`config.mk`:
```
export PLATFORM = sky130hd
export DESIGN_NAME = e2r_cell
export DESIGN_NICKNAME = d
export VERILOG_FILES = /design/src/design/e2r_pkg.sv /design/src/design/e2r_cell.sv
export SDC_FILE = /design/constraint.sdc
export NUM_CORES = 1
export LEC_CHECK = 0
export BUFFER_PORTS_ARGS = -buffer_cell sky130_fd_sc_hd__buf_2
export CAP_MARGIN = 20
export CORE_AREA = 10 10 266 268
export DETAILED_ROUTE_END_ITERATION = 8
export DIE_AREA = 0 0 276 278
export HOLD_SLACK_MARGIN = 0.05
export PLACE_DENSITY_LB_ADDON = 0.25
export SETUP_SLACK_MARGIN = 0.5
export SLEW_MARGIN = 20
export SYNTH_ARGS = -nofsm -noshare
export SYNTH_HDL_FRONTEND = slang
export SYNTH_SLANG_ARGS = --single-unit
```
`constraint.sdc`:
```
create_clock -name clk -period 5.2 [get_ports clk]
set_clock_uncertainty 0.15 [all_clocks]
set_input_delay 1.04 -clock clk [delete_from_list [all_inputs] [get_ports clk]]
set_output_delay 1.04 -clock clk [all_outputs]
set_load 0.05 [all_outputs]
```
`src/design/e2r_pkg.sv`:
```
// Package: shared widths, CORDIC constants and arctangent table.
package e2r_pkg;

  localparam int ANGLE_W = 16;
  localparam int ELEM_W = 16;
  localparam int Q30_W = 33;
  localparam int Z_W = 32;
  localparam int MAX_STAGES = 24;
  localparam int DEF_SINCOS_STAGES = 16;
  localparam logic signed [ANGLE_W-1:0] PI_Q13 = 16'sd25736;
  localparam logic signed [ANGLE_W-1:0] HALF_PI_Q13 = 16'sd12868;
  localparam logic signed [Q30_W-1:0] GAIN_Q30 = 33'sd652032874;
  localparam logic signed [ELEM_W-1:0] ONE_Q14 = 16'sd16384;

  function automatic logic signed [Z_W-1:0] atan_q28(input int idx);
    logic signed [Z_W-1:0] r;
    begin
      case (idx)
        0: r = 32'sd210828714;
        1: r = 32'sd124459457;
        2: r = 32'sd65760959;
        3: r = 32'sd33381290;
        4: r = 32'sd16755422;
        5: r = 32'sd8385879;
        6: r = 32'sd4193963;
        7: r = 32'sd2097109;
        8: r = 32'sd1048571;
        9: r = 32'sd524287;
        default: r = Z_W'(32'sd262144 >>> (idx - 10));
      endcase
      return r;
    end
  endfunction

  function automatic logic signed [Q30_W-1:0] mul_q30(
    input logic signed [Q30_W-1:0] a,
    input logic signed [Q30_W-1:0] b
  );
    logic signed [2*Q30_W-1:0] p;
    begin
      p = a * b + (66'sd1 <<< 29);
      return Q30_W'(p >>> 30);
    end
  endfunction

  function automatic logic signed [ELEM_W-1:0] to_out(input logic signed [Q30_W+1:0] v);
    logic signed [Q30_W+1:0] r;
    begin
      r = (v + 35'sd32768) >>> 16;
      if (r > 35'sd16384) r = 35'sd16384;
      if (r < -35'sd16384) r = -35'sd16384;
      return ELEM_W'(r);
    end
  endfunction

endpackage

```
`src/design/e2r_cell.sv`:
```
// CORDIC rotation cell: one stage for the three angles, registered.
module e2r_cell #(
  parameter int IDX = 0
) (
  input  logic clk,
  input  logic rst,
  input  logic adv,
  input  logic vld_in,
  input  logic signed [e2r_pkg::Q30_W-1:0] x_in [3],
  input  logic signed [e2r_pkg::Q30_W-1:0] y_in [3],
  input  logic signed [e2r_pkg::Z_W-1:0] z_in [3],
  input  logic [2:0] flip_in,
  output logic vld,
  output logic signed [e2r_pkg::Q30_W-1:0] x [3],
  output logic signed [e2r_pkg::Q30_W-1:0] y [3],
  output logic signed [e2r_pkg::Z_W-1:0] z [3],
  output logic [2:0] flip
);
  import e2r_pkg::*;

  logic signed [Q30_W-1:0] x_next [3];
  logic signed [Q30_W-1:0] y_next [3];
  logic signed [Z_W-1:0] z_next [3];

  always_comb begin
    for (int k = 0; k < 3; k++) begin
      if (!z_in[k][Z_W-1]) begin
        x_next[k] = x_in[k] - (y_in[k] >>> IDX);
        y_next[k] = y_in[k] + (x_in[k] >>> IDX);
        z_next[k] = z_in[k] - atan_q28(IDX);
      end else begin
        x_next[k] = x_in[k] + (y_in[k] >>> IDX);
        y_next[k] = y_in[k] - (x_in[k] >>> IDX);
        z_next[k] = z_in[k] + atan_q28(IDX);
      end
    end
  end

  always_ff @(posedge clk) begin
    if (rst) begin
      vld <= 1'b0;
    end else if (adv) begin
      vld <= vld_in;
    end
    if (adv) begin
      x <= x_next;
      y <= y_next;
      z <= z_next;
      flip <= flip_in;
    end
  end
endmodule

```
**After elaboration in Yosys (flattened, before gate mapping)**

Index checks and enable logic that the tools add are counted.

- Memories: 0
- Flip-flop bits (word level): 298
- Word-level logic and storage cells: 35
- Output and inout bits: 298
- Input port bits: 301
- Latch bits: 0
- ROM bits: 0
- Bits in writable memories: 0

- Equality and inequality tests: 0
- Reductions and logical operators: 0
- Div/mod/pow operators: 0
- Shifts and indexed selects: 0
- Multipliers: 0
- $add $sub $neg: 15
- Muxes and demuxes: 9
- Bitwise gates (word level): 0
- $lt $le $gt $ge: 0

Operators by type and width:

| kind | count |
|---|---|
| 2-to-1 mux 33 bit | 6 |
| subtractor 33 bit | 6 |
| adder 33 bit | 3 |
| adder 32 x 29 -> 32 bit (second input constant) | 3 |
| 2-to-1 mux 32 bit | 3 |
| subtractor 32 x 29 -> 32 bit (second input constant) | 3 |

**Logic depth before layout (Yosys ltp)**

- Word-level depth: 2
- Gate-level depth with buffers: 15

**Least setup slack after synthesis**

No wires, ideal clock.

- Path kind: input to register
- Start: input port z_in[95] in the netlist's numbering
- End: register z[93] in the netlist's numbering, data pin
- Setup slack: 242 ps
- Buffers on the path: 3
- Stages on the path: 15
- Library setup time: 269 ps
- Data arrival time: 4,539 ps
- Cell sequence: clkbuf_1 > inv_1 > clkbuf_1 > clkbuf_1 > ha_1 > o21a_1 > o211a_1 > a221oi_1 > o21ai_0 > nand4_1 > nand4b_1 > a21oi_1 > o21a_1 > o21ai_0 > xor2_1

RTL lines:

| what | RTL line | source |
|---|---|---|
| start, declared | e2r_cell.sv:11 | `input logic signed [e2r_pkg::Z_W-1:0] z_in [3],` |
| end signal, assigned | e2r_cell.sv:48 | `z <= z_next;` |
| end, declared | e2r_cell.sv:16 | `output logic signed [e2r_pkg::Z_W-1:0] z [3],` |

==> results by group <==
Run status
  • Status: finished, final reports clean

CTS
  • Clock latency on the worst-skew pair: between 500 and 600 ps
  • Clock buffer count from CTS: 40
  • Number of setup buffers added after CTS: 0
  • Clock root cell: clkbuf_16
  • Largest buffer count on any clock path: 3
  • Cells resized by post-CTS repair: 0
  • Number of levels the H-tree was split into: 2
  • TritonCTS Sinks: 295
  • Clock-pin slew of the registers on the worst-case setup and hold paths: roughly 50 ps
  • Hold Buf Count CTS: 0
  • TritonCTS clock tree: built

Critical path
  • Sort of element at the end of the critical path: flip-flop
  • Most used cell along the critical path: o21ai_0
  • Critical path startpoint category: input pin
  • Reg2Reg Setup Slack: about 4500 ps
  • Crit-path max FO: 7
  • List of cells traversed by the critical path: buf_2 -> inv_1 -> ha_1 -> nor2b_1 -> o21ai_0 -> buf_4 -> a21boi_0 -> o31ai_1 -> o2111ai_1 -> a31oi_1 -> o21ai_0 -> a2111o_1 -> o21ai_0 -> xnor2_1
  • Combined buffer and inverter count along the critical path: 3
  • Cell family with most CP delay: compound AO/OA/AOI/OAI gates
  • Worst Setup Path Type: input pin to flip-flop
  • Library cell contributing the largest single delay on the critical path: o31ai_1
  • CP Data Arrival Time: approximately 4400 ps
  • Data required time of the critical path: roughly 5300 ps
  • Max stage delay on crit path: approximately 600 ps

Detailed routing
  • Routed Antenna Nets: 0
  • Via count: roughly 27000
  • Total wirelength of the detailed-routed design: a little over 100 mm
  • DR pass1 iterations: 6
  • Via-per-instance ratio: ~5.7
  • Post-route DRC: 0
  • Detailed-route wire length per cell: 21.45 um
  • Violation count after the first detailed-route iteration: roughly 2500

Placement
  • Routability-driven placement congestion ratio: a little under 1
  • Setup WS pre-CTS: about 550 ps
  • Half-perimeter wire length of the detailed placement result: just over 80 mm
  • DP Area: roughly 33000 um2
  • Number of input and output port buffers inserted: 598

Timing
  • Post-route setup TNS: 0 ps
  • Transition at the pin with the smallest max-transition slack: about 950 ps
  • RSZ-0062 raised after global routing: no
  • Max Fclk: 0.2373 GHz
  • Smallest setup slack after layout: 986.0 ps
  • Final worst path period share: around four fifths
  • Hold Fails Final Rpt: 0
  • Time the final worst path needs with I/O delays and setup: approximately 4200 ps
  • Final setup violation count: 0
  • Worst-case headroom to the max-slew limit: a little under two fifths
  • Number of slew-limit violations in the final report: 0

Worst hold path
  • Worst min path class: flip-flop to flip-flop

GRT
  • Global route overflow: 0
  • Vias in the first global route: ~26000
  • Initial antenna violation count: 27
  • Global-route wire length before repair: around 150 mm
  • Maximum number of pins on one net before global-route repair: 91
  • All-layer global routing usage: approximately a quarter

Finish
  • Growth of design area from synthesis to finish: 17.72%
  • Layout Cell Area excl Fill: between 30000 and 40000 um2
  • Sequential cell area: a little under 9000 um2
  • Multi-input logic area: about 19000 um2
  • Share of cells above drive strength 1: a little under a fifth
  • Fill count: 6317
  • Total Nets Final: roughly 4600

Logic synthesis
  • Yosys Warn Count: 0
  • Share of flip-flops with an asynchronous set or reset: 0%
  • Fraction of the yosys area taken by sequential cells: 30.38%
  • Cells taking the most area after synthesis: edfxtp_1 30%, ha_1 17%, xnor2_1 6.9%, a21oi_1 6.3%, inv_1 4.0%
  • Most repeated cell in the gate-level netlist after synthesis: ha_1
  • Post-synthesis instance area: 29130 um2
  • Flip-flop cell with the highest count after synthesis: edfxtp_1
  • Number of distinct library cell variants in the gate-level netlist after synthesis: 88
  • Number of synthesized register bits: slightly below 300
  • Post-synthesis area per instance: roughly 9 um2
  • Proportion of netlist area held by the largest area contributor: between 30% and 40%
  • Number of enable-type register cells in the synthesized netlist: 294
  • Commonest cells in the synthesized netlist: 399 x ha_1, 367 x a21oi_1, 314 x inv_1, 294 x edfxtp_1, 268 x nor2_1
  • Post-synthesis net count: 4020
  • Library cell with the largest summed area after synthesis: edfxtp_1
  • Syn Inst Count: approximately 3300

Power and ir drop
  • Worst IR drop on VDD: approximately 0.22 mV
  • Power density of the placed cells: 317.7 nW/um2
  • Leakage power figure: ~0.016 uW

Die
  • Horizontal die dimension: 276 um
  • Row count: 94
  • Initial cell density of the core: between 40% and 50%
  • Vert. Die Dim: 278 um
  • Core Box Area: roughly 65000 um2
  • Number of top-level pins: 599
  • Total Die Area: roughly 77000 um2

Job
  • Maximum capacitance violations: 0
per-layer routing:
layer / part of all wire, % / up-vias / track usage, %
met5: 0.16 / - / 0
li1: - / 12980 / -
met3: 8.4 / 194 / 6.293
met4: 3.2 / 26 / 8.268
met2: 47 / 1030 / 42.24
met1: 41 / 12740 / 31.14
cell usage in the layout, fill, tap and decap left out, types with 16 or more instances in the layout:
master	count
mux2i_1	45
nand3_1	56
a21o_1	113
a31oi_1	32
nand4_1	31
edfxtp_1	294
or3_1	23
nor2b_1	41
clkbuf_16	41
a211oi_1	40
nor2_1	268
o21bai_1	61
nor3_1	70
a221oi_1	16
buf_4	24
ha_1	399
xnor2_1	228
o211ai_1	23
o21a_1	41
nand2_1	158
o21ai_0	202
inv_1	311
a21oi_1	367
buf_2	595
o31ai_1	28
xor2_1	42
nand2b_1	32
and2_1	17
power by group:
part / switching, uW / internal [uW]
Clock: 1130 / 1740
Combinational: 3360 / 1370
Sequential: 134 / 3160
Total: 4630 / 6270
worst min-delay path, cell delays in order (launching register included):
cell and delay [ps]:
dfxtp_1 320, mux2i_1 60, nor2_1 80
flip-flops by register name (all words and copies together) (netlist names):
register	cells
z	96
x	98
flip	3
y	97
vld	1
area by class of cell:
type                            count  share of cell area (%)
Clock inverter                     26                  0.8538
Antenna cell                       15                  0.1095
Sequential cell                   295                   25.80
Clock buffer                       46                   3.047
Tap cell                          864                   3.152
Timing Repair Buffer              622                   9.370
Inverter                          325                   3.557
Multi-Input combinational cell   2565                   54.11
per-stage QoR:
stage,hold slack [ps],instances,utilization (%),total power [uW]
floorplan,582.6,3308,-,6687
global placement,333.8,4671,50.34,8030
detailed placement,352.7,4671,50.34,8030
CTS,365.9,4743,52.38,10970
global route,404.4,4751,52.41,11420
finish,355.0,4758,52.44,10900
worst paths after layout:
kind	from	end	cells past startpoint
setup / recovery	x_in[35]	x[59]$_DFFE_PP_	14
hold / removal	vld$_SDFFE_PP0P_	vld$_SDFFE_PP0P_	2
setup reg to reg	vld$_SDFFE_PP0P_	vld$_SDFFE_PP0P_	2
hold reg to reg	vld$_SDFFE_PP0P_	vld$_SDFFE_PP0P_	2
cell families after synthesis:
kind of cell / count (synthesis) / synth area share (%)
muxes: 45 / 1.546
xor gates and xnor gates: 270 / 8.118
adders and majority gates: 411 / 17.96
DFF: 295 / 30.38
buffers and inverters: 448 / 5.927
AOI/OAI and AO/OA: 1070 / 23.54
and+or+nand+nor: 769 / 12.53
Note: power is estimated with default switching activity, not from simulation.
